--- src/rbqs_pkg.sv ---
// shared types, constants and tables of the read base quality statistics block
package rbqs_pkg;

    localparam int QUAL_BINS     = 256;
    localparam int MAX_READ_BITS = 28;
    localparam int COUNTER_BITS  = 48;
    localparam int GC_BINS       = 101;
    localparam int N_TOTALS      = 7;

    localparam int ADDR_W    = 10;
    localparam int RAM_AW    = ADDR_W + 1;
    localparam int RAM_DEPTH = 1 << RAM_AW;
    localparam int CLR_W     = RAM_AW + 1;

    localparam int BQ_BASE  = 0;
    localparam int RQ_BASE  = QUAL_BINS;
    localparam int GC_BASE  = 2 * QUAL_BINS;
    localparam int TOT_BASE = GC_BASE + GC_BINS;
    localparam int MAP_END  = TOT_BASE + N_TOTALS;

    localparam int TOT_READS = 0;
    localparam int TOT_BASES = 1;
    localparam int TOT_A     = 2;
    localparam int TOT_C     = 3;
    localparam int TOT_G     = 4;
    localparam int TOT_T     = 5;
    localparam int TOT_N     = 6;

    localparam logic [3:0] CODE_A = 4'd1;
    localparam logic [3:0] CODE_C = 4'd2;
    localparam logic [3:0] CODE_G = 4'd4;
    localparam logic [3:0] CODE_T = 4'd8;
    localparam logic [3:0] CODE_N = 4'd15;

    localparam logic ACT_BASE    = 1'b0;
    localparam logic ACT_READOUT = 1'b1;
    localparam logic RK_SUMMARY  = 1'b0;
    localparam logic RK_READOUT  = 1'b1;

    localparam int DIV_W     = 64;
    localparam int DVS_W     = MAX_READ_BITS + 1;
    localparam int DIV_CNT_W = $clog2(DIV_W);
    localparam int GC_MAX    = 100;

    typedef struct packed {
        logic                     action;
        logic [3:0]               base_code;
        logic [7:0]               qual_byte;
        logic                     last_base;
        logic                     primary;
        logic                     stats_set;
        logic [ADDR_W-1:0]        counter_addr;
    } in_t;

    typedef struct packed {
        logic                     result_kind;
        logic [MAX_READ_BITS-1:0] base_count;
        logic [7:0]               mean_phred;
        logic [6:0]               gc_percent;
        logic                     gc_valid;
        logic                     qual_overflow;
        logic [COUNTER_BITS-1:0]  counter_value;
    } out_t;

    typedef enum logic [4:0] {
        ST_CLEAR, ST_IDLE, ST_RO_RD, ST_RO_EMIT,
        ST_BQ_RD, ST_BQ_WR, ST_TB_RD, ST_TB_WR, ST_TC_RD, ST_TC_WR,
        ST_MEAN_GO, ST_MEAN_RUN, ST_SRCH_INIT, ST_SRCH, ST_GC_GO, ST_GC_RUN,
        ST_TR_RD, ST_TR_WR, ST_RQ_RD, ST_RQ_WR, ST_GH_RD, ST_GH_WR, ST_SUM_EMIT
    } state_t;

    typedef enum logic [2:0] {
        AS_CLEAR, AS_BQ, AS_TB, AS_TC, AS_TR, AS_RQ, AS_GH, AS_RO
    } addr_sel_t;

    typedef struct packed {
        addr_sel_t addr_sel;
        logic      ram_rd;
        logic      ram_wr;
        logic      clr_step;
        logic      capture;
        logic      acc;
        logic      div_mean;
        logic      div_gc;
        logic      srch_init;
        logic      srch_step;
        logic      emit_ro;
        logic      emit_sum;
    } cmd_t;

    typedef struct packed {
        logic clr_done;
        logic in_readout;
        logic last;
        logic primary;
        logic code_counted;
        logic div_busy;
        logic srch_last;
        logic ovf;
        logic gcv;
        logic out_full;
    } status_t;

    typedef logic [32:0] tab_t [256];

    localparam longint unsigned ROOT_TAB [20] = '{
        64'd1000000000, 64'd891250938, 64'd794328235, 64'd707945784, 64'd630957344,
        64'd562341325, 64'd501187234, 64'd446683592, 64'd398107171, 64'd354813389,
        64'd316227766, 64'd281838293, 64'd251188643, 64'd223872114, 64'd199526231,
        64'd177827941, 64'd158489319, 64'd141253754, 64'd125892541, 64'd112201845
    };

    // num never exceeds den, so the integer quotient is 0 or 1
    function automatic longint unsigned fix32(longint unsigned num, longint unsigned den);
        longint unsigned q;
        longint unsigned x;
        if (num >= den) begin
            q = 64'd1;
            x = num - den;
        end else begin
            q = 64'd0;
            x = num;
        end
        for (int b = 0; b < 33; b++) begin
            x = x << 1;
            q = q << 1;
            if (x >= den) begin
                x = x - den;
                q = q | 64'd1;
            end
        end
        return (q + 64'd1) >> 1;
    endfunction

    function automatic longint unsigned table_value(int unsigned j);
        longint unsigned den;
        int unsigned     r;
        int unsigned     i;
        den = 64'd1000000000;
        r   = j;
        i   = 0;
        for (int unsigned n = 0; n < 26; n++) begin
            if (r >= 20) begin
                r = r - 20;
                i = i + 1;
            end
        end
        if (i >= 10) begin
            return 64'd0;
        end
        for (int unsigned n = 0; n < i; n++) begin
            den = den * 64'd10;
        end
        return fix32(ROOT_TAB[r], den);
    endfunction

    function automatic tab_t build_tab(bit thr);
        tab_t t;
        for (int k = 0; k < 256; k++) begin
            if (!thr) begin
                t[k] = 33'(table_value(2 * k));
            end else if (k == 0) begin
                t[k] = '0;
            end else begin
                t[k] = 33'(table_value(2 * k - 1));
            end
        end
        return t;
    endfunction

    localparam tab_t PROB_TAB = build_tab(1'b0);
    localparam tab_t THR_TAB  = build_tab(1'b1);

endpackage

--- src/rbqs_ctrl.sv ---
// controller state machine sequencing counter updates and end-of-read work
module rbqs_ctrl
    import rbqs_pkg::*;
(
    input  logic    aclk,
    input  logic    aresetn,
    input  logic    s_valid,
    output logic    s_ready,
    input  status_t st,
    output cmd_t    cmd
);

    state_t state_reg, state_next;

    always_ff @(posedge aclk) begin
        if (!aresetn) begin
            state_reg <= ST_CLEAR;
        end else begin
            state_reg <= state_next;
        end
    end

    always_comb begin
        state_next = state_reg;
        unique case (state_reg)
            ST_CLEAR:     if (st.clr_done) state_next = ST_IDLE;
            ST_IDLE:      if (s_valid) state_next = st.in_readout ? ST_RO_RD : ST_BQ_RD;
            ST_RO_RD:     state_next = ST_RO_EMIT;
            ST_RO_EMIT:   if (!st.out_full) state_next = ST_IDLE;
            ST_BQ_RD:     state_next = ST_BQ_WR;
            ST_BQ_WR:     state_next = ST_TB_RD;
            ST_TB_RD:     state_next = ST_TB_WR;
            ST_TB_WR: begin
                priority if (st.code_counted) state_next = ST_TC_RD;
                else if (st.last)             state_next = ST_MEAN_GO;
                else                          state_next = ST_IDLE;
            end
            ST_TC_RD:     state_next = ST_TC_WR;
            ST_TC_WR:     state_next = st.last ? ST_MEAN_GO : ST_IDLE;
            ST_MEAN_GO:   state_next = ST_MEAN_RUN;
            ST_MEAN_RUN:  if (!st.div_busy) state_next = ST_SRCH_INIT;
            ST_SRCH_INIT: state_next = ST_SRCH;
            ST_SRCH:      if (st.srch_last) state_next = ST_GC_GO;
            ST_GC_GO:     state_next = ST_GC_RUN;
            ST_GC_RUN:    if (!st.div_busy) state_next = ST_TR_RD;
            ST_TR_RD:     state_next = ST_TR_WR;
            ST_TR_WR: begin
                priority if (!st.ovf)             state_next = ST_RQ_RD;
                else if (st.gcv && st.primary)    state_next = ST_GH_RD;
                else                              state_next = ST_SUM_EMIT;
            end
            ST_RQ_RD:     state_next = ST_RQ_WR;
            ST_RQ_WR:     state_next = (st.gcv && st.primary) ? ST_GH_RD : ST_SUM_EMIT;
            ST_GH_RD:     state_next = ST_GH_WR;
            ST_GH_WR:     state_next = ST_SUM_EMIT;
            ST_SUM_EMIT:  if (!st.out_full) state_next = ST_IDLE;
            default:      state_next = ST_CLEAR;
        endcase
    end

    always_comb begin
        cmd      = '0;
        s_ready  = 1'b0;
        unique case (state_reg)
            ST_CLEAR: begin
                cmd.addr_sel = AS_CLEAR;
                cmd.ram_wr   = !st.clr_done;
                cmd.clr_step = !st.clr_done;
            end
            ST_IDLE: begin
                s_ready     = 1'b1;
                cmd.capture = s_valid;
            end
            ST_RO_RD:     begin cmd.addr_sel = AS_RO; cmd.ram_rd = 1'b1; end
            ST_RO_EMIT:   cmd.emit_ro = !st.out_full;
            ST_BQ_RD:     begin cmd.addr_sel = AS_BQ; cmd.ram_rd = 1'b1; cmd.acc = 1'b1; end
            ST_BQ_WR:     begin cmd.addr_sel = AS_BQ; cmd.ram_wr = 1'b1; end
            ST_TB_RD:     begin cmd.addr_sel = AS_TB; cmd.ram_rd = 1'b1; end
            ST_TB_WR:     begin cmd.addr_sel = AS_TB; cmd.ram_wr = 1'b1; end
            ST_TC_RD:     begin cmd.addr_sel = AS_TC; cmd.ram_rd = 1'b1; end
            ST_TC_WR:     begin cmd.addr_sel = AS_TC; cmd.ram_wr = 1'b1; end
            ST_MEAN_GO:   cmd.div_mean = 1'b1;
            ST_MEAN_RUN:  cmd.addr_sel = AS_CLEAR;
            ST_SRCH_INIT: cmd.srch_init = 1'b1;
            ST_SRCH:      cmd.srch_step = 1'b1;
            ST_GC_GO:     cmd.div_gc = 1'b1;
            ST_GC_RUN:    cmd.addr_sel = AS_CLEAR;
            ST_TR_RD:     begin cmd.addr_sel = AS_TR; cmd.ram_rd = 1'b1; end
            ST_TR_WR:     begin cmd.addr_sel = AS_TR; cmd.ram_wr = 1'b1; end
            ST_RQ_RD:     begin cmd.addr_sel = AS_RQ; cmd.ram_rd = 1'b1; end
            ST_RQ_WR:     begin cmd.addr_sel = AS_RQ; cmd.ram_wr = 1'b1; end
            ST_GH_RD:     begin cmd.addr_sel = AS_GH; cmd.ram_rd = 1'b1; end
            ST_GH_WR:     begin cmd.addr_sel = AS_GH; cmd.ram_wr = 1'b1; end
            ST_SUM_EMIT:  cmd.emit_sum = !st.out_full;
            default:      cmd = '0;
        endcase
    end

endmodule

--- config.mk ---
export PLATFORM = sky130hd
export DESIGN_NAME = rbqs_ctrl
export DESIGN_NICKNAME = d
export VERILOG_FILES = /design/src/rbqs_pkg.sv /design/src/rbqs_ctrl.sv
export SDC_FILE = /design/constraint.sdc
export NUM_CORES = 1
export LEC_CHECK = 0
export BUFFER_PORTS_ARGS = -buffer_cell sky130_fd_sc_hd__buf_2
export CAP_MARGIN = 25
export CORE_MARGIN = 10
export CORE_UTILIZATION = 45
export DETAILED_ROUTE_END_ITERATION = 6
export PLACE_DENSITY = 0.74
export SLEW_MARGIN = 20
export SYNTH_ARGS = -nofsm -noshare
export SYNTH_HDL_FRONTEND = slang
export SYNTH_SLANG_ARGS = --single-unit
--- constraint.sdc ---
create_clock -name aclk -period 2.2 [get_ports aclk]
set_clock_uncertainty 0.1 [all_clocks]
set_input_delay 0.55 -clock aclk [delete_from_list [all_inputs] [get_ports aclk]]
set_output_delay 0.55 -clock aclk [all_outputs]
set_load 0.1 [all_outputs]
After elaboration in Yosys (flattened, before gate mapping)

Cells that the tools add are included.
W data, S select, Z words.

Equal/unequal tests: 28
Reductions and logical operators: 14
Muxes and demuxes: 25

Operators by type and width:

| operator             | count |
|---|---|
| $pmux W5 S22         | 1 |
| $eq A5 B4 Y1 const B | 8 |
| $eq A5 B5 Y1 const B | 7 |
| $mux W5              | 6 |
| $pmux W3 S7          | 1 |
| $eq A5 B3 Y1 const B | 4 |
| $reduce_or A2 Y1     | 7 |
| $ne A2 B2 Y1 const B | 6 |
| $mux W1              | 11 |
| $eq A5 B2 Y1 const B | 2 |
| $mux W4              | 2 |
| $reduce_or A7 Y1     | 1 |
| $mux W3              | 2 |
| $reduce_and A6 Y1    | 1 |
| $reduce_or A6 Y1     | 1 |
| $eq A5 B1 Y1 const B | 1 |
| $logic_not A5 Y1     | 1 |
| $logic_not A1 Y1     | 2 |
| $mux W2              | 1 |
| $pmux W1 S2          | 1 |
| $logic_and A1 B1 Y1  | 1 |

Output and inout port bits: 15
Bits of input ports: 13
Logic and storage cells: 68
Register bits after elaboration: 5

Longest topological paths before layout

Gate-level depths: netlist (run 1).

Depth after elaboration: 4
Gate-level depth with buffers: 7
Mapped depth without buffers: 5

Least setup slack after synthesis (run 1)

No wires, ideal clock.

Path type: flip-flop to output port
Start point: register state_reg[4]
End point: output cmd[0] (netlist name)
Required time: 1.550 ns
Path slack: -2.600 ns
Path buffers: 3
Cell stages (with the launch flop): 5
Data arrival time: 4.150 ns
Path through: dfxtp_1 > buf_4 > clkbuf_1 > buf_1 > nor4b_1

RTL lines:

| item                   | line            | source |
|---|---|---|
| from (decl)            | rbqs_ctrl.sv:13 | `state_t state_reg, state_next;` |
| from (signal assigned) | rbqs_ctrl.sv:19 | `state_reg <= state_next;` |
| to (decl)              | rbqs_ctrl.sv:10 | `output cmd_t cmd` |

==> metrics.txt, run 1 <==
status complete, but fails checks; failing checks negative setup slack; core area 0.00154 mm2; area grow syn2layout 87.0%; Worst Tran Pin Value 0.505 ns; Power Density 1430 mW/mm2; Post-DRT Antenna Nets 0; setup TNS -0.167 ns; register area 103 um2; TritonCTS clock tree built; I/O pin total 28; antenna violations before repair 0; sequential share of the synthesized area 13.3%; htree depth 1; endpoints failing setup 2; Netlist cell types 43; CP Data Arrival Time 1.67 ns; Initial Util 48.8%; RePlAce Congestion 0.883; die width 60.9 um; Clock power frac 5.8%; wire length per cell 18.3 um; Hold Buf Count CTS 0; GRT Overall Usage 15.3%; leakage 0.000545 uW; crit path kind flip-flop to primary output; mux share of post-synthesis cell area 0%; largest net degree at the start of global routing 29; Setup WS pre-CTS -0.115 ns; nets 157; Post-Syn Area 752 um2; port bufs 27; Warnings, synthesis 0; via count 1017; Buf+Inv Stages, Crit Path 1; maximum clock frequency 432 MHz; GRT overflow 0; Detailed Place HPWL 2.07 mm; Slew Viols, Final 0; worst-path maximum fanout 2; sequential share of power 7.0%; XOR/XNOR share of the synthesized area 2.33%; delay-heaviest family, CP simple AND/OR/NAND/NOR gates; number of global-route vias before repair 980; fin util 91.2%; Mapped Nets 123; clk slew on worst S/H paths 0.05 ns; slowest CP cell or4_4; placed insts 151; synthesized instance count 110; Synth Area in Adders 0%; final WL 2.91 mm; Skew-Pair Late Insertion Delay 0.26 ns; Comb pwr share 87.1%; Tot Pwr 2010 uW; root buffer cell clkbuf_4; Die Ht 60.9 um; Slew HR 66.0%; CP endpoint kind primary output; row count 14; final worst slack -0.116 ns; Sink Count 5; net switching power 1150 uW; post-synthesis register bit count 5; ys flop type dfxtp_1; post-route minimum period 2.32 ns; CP required 1.55 ns; drt pass-1 iters 4; RSZ-0062 raised after global routing yes; crit share post-route 105%; TritonCTS Buffers 3; crit start category flip-flop; post-synthesis compound-gate area fraction 30.9%; CP max stage delay 0.54 ns; share of layout cells above drive strength 1 51.7%; max reg flops 5; total die area 0.00371 mm2; # diodes 0; clock buffer depth 2; Vias/cell 6.40; initial DRC count 34; Int Power 852 uW; fillcell total 60; largest family of logic cells by synthesized area simple AND/OR/NAND/NOR gates; final hold viol count 0; non-filler instance count after layout 159; Mean Syn Cell Area 6.84 um2; global-route wire length before repair 4.48 mm; Hold Crit Class primary input to flip-flop; IR drop worst, VDD 1030 uV; number of flops mapped to enable cells by yosys 0; share of synthesized registers carrying an async set or reset 0%; Post-Synth Simple-Gate Area 41.9%; DRC errors left 0; max-cap check violation count 0; switching share of power 57.5%; Multi-input gate area 756 um2; CP Cell Sequence or4_4 -> o21a_1 -> o21ai_4 -> buf_12
[cells in the mapped netlist, drive strengths merged, types with 3 or more instances]
master | count | area (um2)
nor3b | 4 | 30.0
dfxtp | 5 | 100
nor3 | 5 | 25.0
o21ai | 7 | 35.0
nand3 | 3 | 15.0
clkbuf | 5 | 18.8
nor2 | 9 | 36.3
nor4 | 6 | 37.5
buf | 7 | 56.3
inv | 3 | 11.3
nand2b | 5 | 33.8
a21oi | 11 | 55.1
nand2 | 7 | 26.3
[path summary, 6_finish.rpt]
kind | startpoint | endpoint | slack (ns) | cells after the start
worst max-delay path | state_reg[0] | cmd[9] | -0.12 | 4
worst min-delay path | aresetn | state_reg[3] | 0.46 | 2
worst max register to register | state_reg[1] | state_reg[3] | 0.17 | 6
worst min register to register | state_reg[4] | state_reg[4] | 0.57 | 3
[per-layer routing]
layer	global-route usage (%)	share of wire [%]	wire, um	up-vias
li1	-	-	-	473
met1	16.0	35	1020	464
met2	26.8	50	1470	64
met3	6.89	11	332	16
met4	4.70	3.3	95	0
met5	0	0	0	-
[power groups by stage]
stage                     logic (uW)  registers [uW]  clock network (uW)
final                           1750             141                 117
after global routing            1820             142                 119
after CTS                       1710             139                 113
after detailed placement        1650             138                   0
after global placement          1630             136                   0
after floorplan                 1170             127                   0
[stage by stage]
stage	area, um2	hold slack, ns
after global placement	1300	0.566
after CTS	1380	0.465
after global routing	1410	0.463
final	1410	0.459
after floorplan	932	0.519
after detailed placement	1300	0.565
[worst register-to-register path, delay by kind of cell, from the launching register on]
family                 cells  cell delay (ns)
buffers and inverters      1             0.16
AOI/OAI and AO/OA          2             0.55
and+or+nand+nor            3             0.78
DFF                        1             0.33
[layout make-up]
| class | instances | share of cell area [%] |
|---|---|---|
| inverters | 3 | 0.801 |
| multi-input cells | 90 | 53.7 |
| flip-flops and latches | 5 | 7.30 |
| clock buffers | 4 | 1.87 |
| well taps | 16 | 1.42 |
| repair buffers | 41 | 34.9 |
[repair_timing]
action	4_1_cts	5_1_grt
gates resized for setup	8	7
pin swaps	3	3
setup buffers	4	0
cloned	0	0
setup endpoints to repair	10	8
[layout by cell type, fill, tap and decap left out, types with 2 or more instances in the layout]
cell and instances:
clkbuf_4 3, nor2_4 3, nor4_1 3, nor2_2 2
buf_12 17, o21ai_1 2, inv_1 3, nor3_1 3
a21oi_1 10, o21ai_4 2, nand2b_4 2, o211ai_1 2
nand3_1 3, nand2_1 6, o211a_1 2, a21o_1 2
nor3b_1 4, nor4_4 2, buf_2 12, nand2b_1 2
buf_4 12, dfxtp_1 3, dfxtp_2 2, o21ai_0 3
nor3_4 2, nor2_1 4
[logic make-up (layout without fill, tap and decap cells)]
family / Yosys count / count (layout)
compound gates: 35 / 35
buf+inv: 15 / 48
flops: 5 / 5
xor+xnor: 2 / 2
simple gates: 53 / 53
(Power assumes the default switching activity.)
==> run 2, diff against run 1 <==
CELL_PAD_IN_SITES_DETAIL_PLACEMENT = 0   (was not set)
CELL_PAD_IN_SITES_GLOBAL_PLACEMENT = 1   (was not set)
CORE_UTILIZATION = 33   (was 45)
PLACE_DENSITY = not set   (was 0.74)
PLACE_DENSITY_LB_ADDON = 0.1   (was not set)
==> metrics.txt, run 2 (synthesis gave the netlist of run 1 again) <==
die width 67.7 um (was 60.9 um); core area 0.00219 mm2 (was 0.00154 mm2); worst-path maximum fanout 2 (unchanged); Slew HR 55.4% (was 66.0%); antenna violations before repair 0 (unchanged); final worst slack -0.134 ns (was -0.116 ns); Setup WS pre-CTS -0.0970 ns (was -0.115 ns); GRT overflow 0 (unchanged); max reg flops 5 (unchanged); CP Data Arrival Time 1.68 ns (was 1.67 ns); clock buffer depth 2 (unchanged); via count 1045 (was 1017); initial DRC count 51 (was 34); endpoints failing setup 2 (unchanged); Detailed Place HPWL 1.88 mm (was 2.07 mm); IR drop worst, VDD 1260 uV (was 1030 uV); CP required 1.55 ns (about the same); I/O pin total 28 (unchanged); DRC errors left 0 (unchanged); crit start category flip-flop (unchanged); # diodes 0 (unchanged); root buffer cell clkbuf_4 (unchanged); number of global-route vias before repair 876 (was 980); Post-DRT Antenna Nets 0 (unchanged); share of layout cells above drive strength 1 55.3% (was 51.7%); final hold viol count 0 (unchanged); area grow syn2layout 105% (was 87.0%); Tot Pwr 2080 uW (was 2010 uW); largest net degree at the start of global routing 29 (unchanged); status complete, but fails checks (unchanged); crit path kind flip-flop to primary output (unchanged); Vias/cell 5.81 (was 6.40); nets 166 (was 157); CP endpoint kind primary output (unchanged); fillcell total 152 (was 60); Initial Util 34.3% (was 48.8%); leakage 0.000615 uW (was 0.000545 uW); TritonCTS Buffers 3 (unchanged); register area 114 um2 (was 103 um2); Slew Viols, Final 0 (unchanged); Skew-Pair Late Insertion Delay 0.26 ns (about the same); max-cap check violation count 0 (unchanged); RSZ-0062 raised after global routing yes (unchanged); failing checks negative setup slack (unchanged); post-route minimum period 2.33 ns (was 2.32 ns); Sink Count 5 (unchanged); Worst Tran Pin Value 0.662 ns (was 0.505 ns); total die area 0.00459 mm2 (was 0.00371 mm2); Multi-input gate area 753 um2 (was 756 um2); Power Density 1340 mW/mm2 (was 1430 mW/mm2); crit share post-route 106% (was 105%); GRT Overall Usage 11.6% (was 15.3%); RePlAce Congestion 0.828 (was 0.883); placed insts 163 (was 151); wire length per cell 17.2 um (was 18.3 um); port bufs 27 (unchanged); highest-count cells in the layout ignoring fill and taps buf_12 (18), buf_4 (18), buf_2 (12) (was buf_12 (17), buf_2 (12), buf_4 (12)); global-route wire length before repair 4.17 mm (was 4.48 mm); final WL 3.10 mm (was 2.91 mm); row count 17 (was 14); Hold Crit Class primary input to flip-flop (unchanged); Die Ht 67.7 um (was 60.9 um); drt pass-1 iters 4 (unchanged); TritonCTS clock tree built (unchanged); clk slew on worst S/H paths 0.05 ns (about the same); htree depth 1 (unchanged); Hold Buf Count CTS 0 (unchanged); non-filler instance count after layout 180 (was 159); maximum clock frequency 428 MHz (was 432 MHz)
## run 2: cell count changes in the layout (fill, tap and decap cells not counted), sizes merged
| cell | change |
|---|---|
| clkbuf | +2 |
| buf | +7 |
## run 2: repair_timing
| item | 4_1_cts | 5_1_grt |
|---|---|---|
| buffers inserted | 0 | 11 |
| endpoints found under the setup margin | 14 | 13 |
| resized for setup | 12 | 8 |
| pin swaps | 0 | 4 |
| gates cloned | 0 | 2 |
## run 2: worst paths after layout
check	startpoint	slack, ns	end	cells past startpoint
hold reg to reg	state_reg[2]	0.52	state_reg[2]	1
setup / recovery	state_reg[0]	-0.13	cmd[9]	4
hold / removal	aresetn	0.46	state_reg[3]	2
setup reg to reg	state_reg[3]	0.06	state_reg[3]	6
## run 2: worst max-delay path, stage by stage, from the launching register on
cell and delay (ns):
dfxtp_2 0.34, or4_4 0.55, o21a_1 0.21, o21ai_4 0.15, buf_12 0.19
## run 2: report_power, final
part / leakage, uW / total (uW) / internal [uW] / switching [uW]
registers: 0.0000438 / 173 / 120 / 52.8
clock network: 0.0000150 / 116 / 69.1 / 46.5
logic: 0.000557 / 1790 / 728 / 1060
## run 2: layout make-up
cell class | instances | share of cell area (%)
sequential | 5 | 7.37
clock buffer | 4 | 1.70
tap | 28 | 2.27
timing repair buffer | 50 | 39.2
multi-input combinational | 90 | 48.7
inverter | 3 | 0.729
## run 2: through the flow
| stage | area, um2 | setup TNS (ns) | hold WS, ns | util (%) |
|---|---|---|---|---|
| after floorplan | 932 | -3.67 | 0.519 | - |
| after global placement | 1320 | -0.0947 | 0.558 | 60.4 |
| after detailed placement | 1320 | -0.0970 | 0.559 | 60.4 |
| after CTS | 1390 | -0.134 | 0.452 | 63.3 |
| after global routing | 1550 | -0.404 | 0.443 | 70.5 |
| final | 1550 | -0.252 | 0.456 | 70.5 |
## run 2: metal layers
metal | share of wire [%] | up-vias | track usage, %
met5 | 0 | - | 0
met4 | 1.5 | 0 | 5.13
met3 | 7.2 | 6 | 4.46
met2 | 52 | 46 | 18.1
met1 | 39 | 497 | 13.8
li1 | - | 496 | -
==> run 3, diff against run 2 <==
CORE_ASPECT_RATIO = 0.7   (was not set)
==> metrics.txt, run 3 (synthesis gave the netlist of run 1 again) <==
status complete, but fails checks (unchanged); failing checks negative setup slack (unchanged); die width 77.1 um (was 67.7 um); post-route cell area 0.00150 mm2 (was 0.00155 mm2); CP Data Arrival Time 1.65 ns (was 1.68 ns); initial DRC count 88 (was 51); final WL 2.97 mm (was 3.10 mm); crit path kind flip-flop to primary output (unchanged); switching share of power 56.9% (was 55.8%); TritonCTS clock tree built (unchanged); Die Ht 59.9 um (was 67.7 um); Skew-Pair Late Insertion Delay 0.25 ns (was 0.26 ns); RSZ-0062 raised after global routing yes (unchanged); endpoints failing setup 1 (was 2); Hold Buf Count CTS 0 (unchanged); max-cap check violation count 0 (unchanged); Setup WS pre-CTS -0.113 ns (was -0.0970 ns); met2 wire length 1.39 mm (was 1.61 mm); leakage 0.000595 uW (was 0.000615 uW); Min Hold Slack 0.472 ns (was 0.456 ns); Hold Crit Class primary input to flip-flop (unchanged); Sink Count 5 (unchanged); core area 0.00215 mm2 (was 0.00219 mm2); root buffer cell clkbuf_4 (unchanged); max reg flops 5 (unchanged); IR drop worst, VDD 743 uV (was 1260 uV); DRC errors left 0 (unchanged); met3 wire length 212 um (was 224 um); clk slew on worst S/H paths 0.05 ns (about the same); antenna violations before repair 0 (unchanged); reg2reg path depth 8 (was 6); Clock power frac 5.4% (was 5.6%); CP required 1.55 ns (about the same); Slew Viols, Final 0 (unchanged); clock buffer depth 2 (unchanged); sequential share of power 7.1% (was 8.3%); GRT overflow 0 (unchanged); row count 14 (was 17); Highest Signal Layer met4 (unchanged); Power Density 1320 mW/mm2 (was 1340 mW/mm2); maximum clock frequency 434 MHz (was 428 MHz); RePlAce Congestion 0.850 (was 0.828); fin util 69.8% (was 70.5%); I/O pin total 28 (unchanged); total die area 0.00462 mm2 (was 0.00459 mm2); global-route wire length before repair 4.28 mm (was 4.17 mm); Post-DRT Antenna Nets 0 (unchanged); number of global-route vias before repair 862 (was 876); TritonCTS Buffers 3 (unchanged); Comb pwr share 87.4% (was 86.1%); highest-count cells in the layout ignoring fill and taps buf_12 (17), buf_4 (16), buf_2 (12) (was buf_12 (18), buf_4 (18), buf_2 (12)); drt pass-1 iters 4 (unchanged); nets 164 (was 166); Initial Util 34.9% (was 34.3%); crit share post-route 105% (was 106%); Int Power 858 uW (was 917 uW); area grow syn2layout 100% (was 105%); Detailed Place HPWL 2.05 mm (was 1.88 mm); Slew HR 64.7% (was 55.4%); CP endpoint kind primary output (unchanged); port bufs 27 (unchanged); largest net degree at the start of global routing 29 (unchanged); Cells on Worst Hold Path 2 (unchanged); Area after DPL 0.00131 mm2 (was 0.00132 mm2); worst-path maximum fanout 2 (unchanged); crit start category flip-flop (unchanged); commonest non-fill, non-tap cell in the layout buf_12; wire length per cell 16.3 um (was 17.2 um); Vias/cell 5.62 (was 5.81); wl on met1 1.33 mm (was 1.22 mm); share of layout cells above drive strength 1 52.0% (was 55.3%); Worst Tran Pin Value 0.524 ns (was 0.662 ns); final worst slack -0.102 ns (was -0.134 ns); post-route minimum period 2.30 ns (was 2.33 ns); via count 1023 (was 1045); GRT Overall Usage 11.3% (was 11.6%); final hold viol count 0 (unchanged); net switching power 1130 uW (was 1160 uW); # diodes 0 (unchanged); htree depth 1 (unchanged)
## run 3: changes by cell type in the layout (fill, tap and decap cells not counted), sizes merged
| cell | previous run | this run |
|---|---|---|
| buf | 48 | 46 |
## run 3: power groups by stage
stage	logic, uW	registers (uW)	clock network (uW)
2_1_floorplan	1170	127	0
3_3_place_gp	1650	137	0
3_5_place_dp	1650	137	0
4_1_cts	1710	141	108
5_1_grt	1810	143	116
6_report	1740	142	108
## run 3: per-stage QoR
| step | TNS [ns] | total power, uW | instances |
|---|---|---|---|
| floorplan | -3.67 | 1290 | 110 |
| global placement | -0.124 | 1790 | 168 |
| detailed placement | -0.141 | 1790 | 168 |
| CTS | -0.105 | 1960 | 174 |
| global route | -0.248 | 2070 | 182 |
| finish | -0.102 | 1990 | 182 |
## run 3: layout make-up
class | count | area, um2
Clock buffer | 4 | 26.3
Fill cell | 181 | 651
Inverter | 3 | 11.3
Multi-Input combinational cell | 90 | 738
Sequential cell | 5 | 106
Tap cell | 32 | 40.0
Timing Repair Buffer | 48 | 582
## run 3: path summary, 6_finish.rpt
path	from	endpoint	slack (ns)
setup / recovery	state_reg[0]	cmd[9]	-0.10
hold reg to reg	state_reg[0]	state_reg[0]	0.58
hold / removal	aresetn	state_reg[3]	0.47
setup reg to reg	state_reg[4]	state_reg[2]	0.17
## run 3: per-layer routing
metal,up-vias,GRT usage [%]
met2,37,17.0
met4,0,3.11
met1,492,14.8
li1,490,-
met5,-,0
met3,4,4.04
## run 3: what timing repair did
item,CTS,global route
gates cloned,0,2
gates resized for setup,7,8
endpoints found under the setup margin,9,13
setup buffers,2,6
pin swaps,3,2
## run 3: worst max-delay path, cell delays in order, from the launching register on
cell	delay, ns
dfxtp_2	0.32
or4_4	0.54
o21a_1	0.21
o21ai_4	0.15
buf_12	0.19
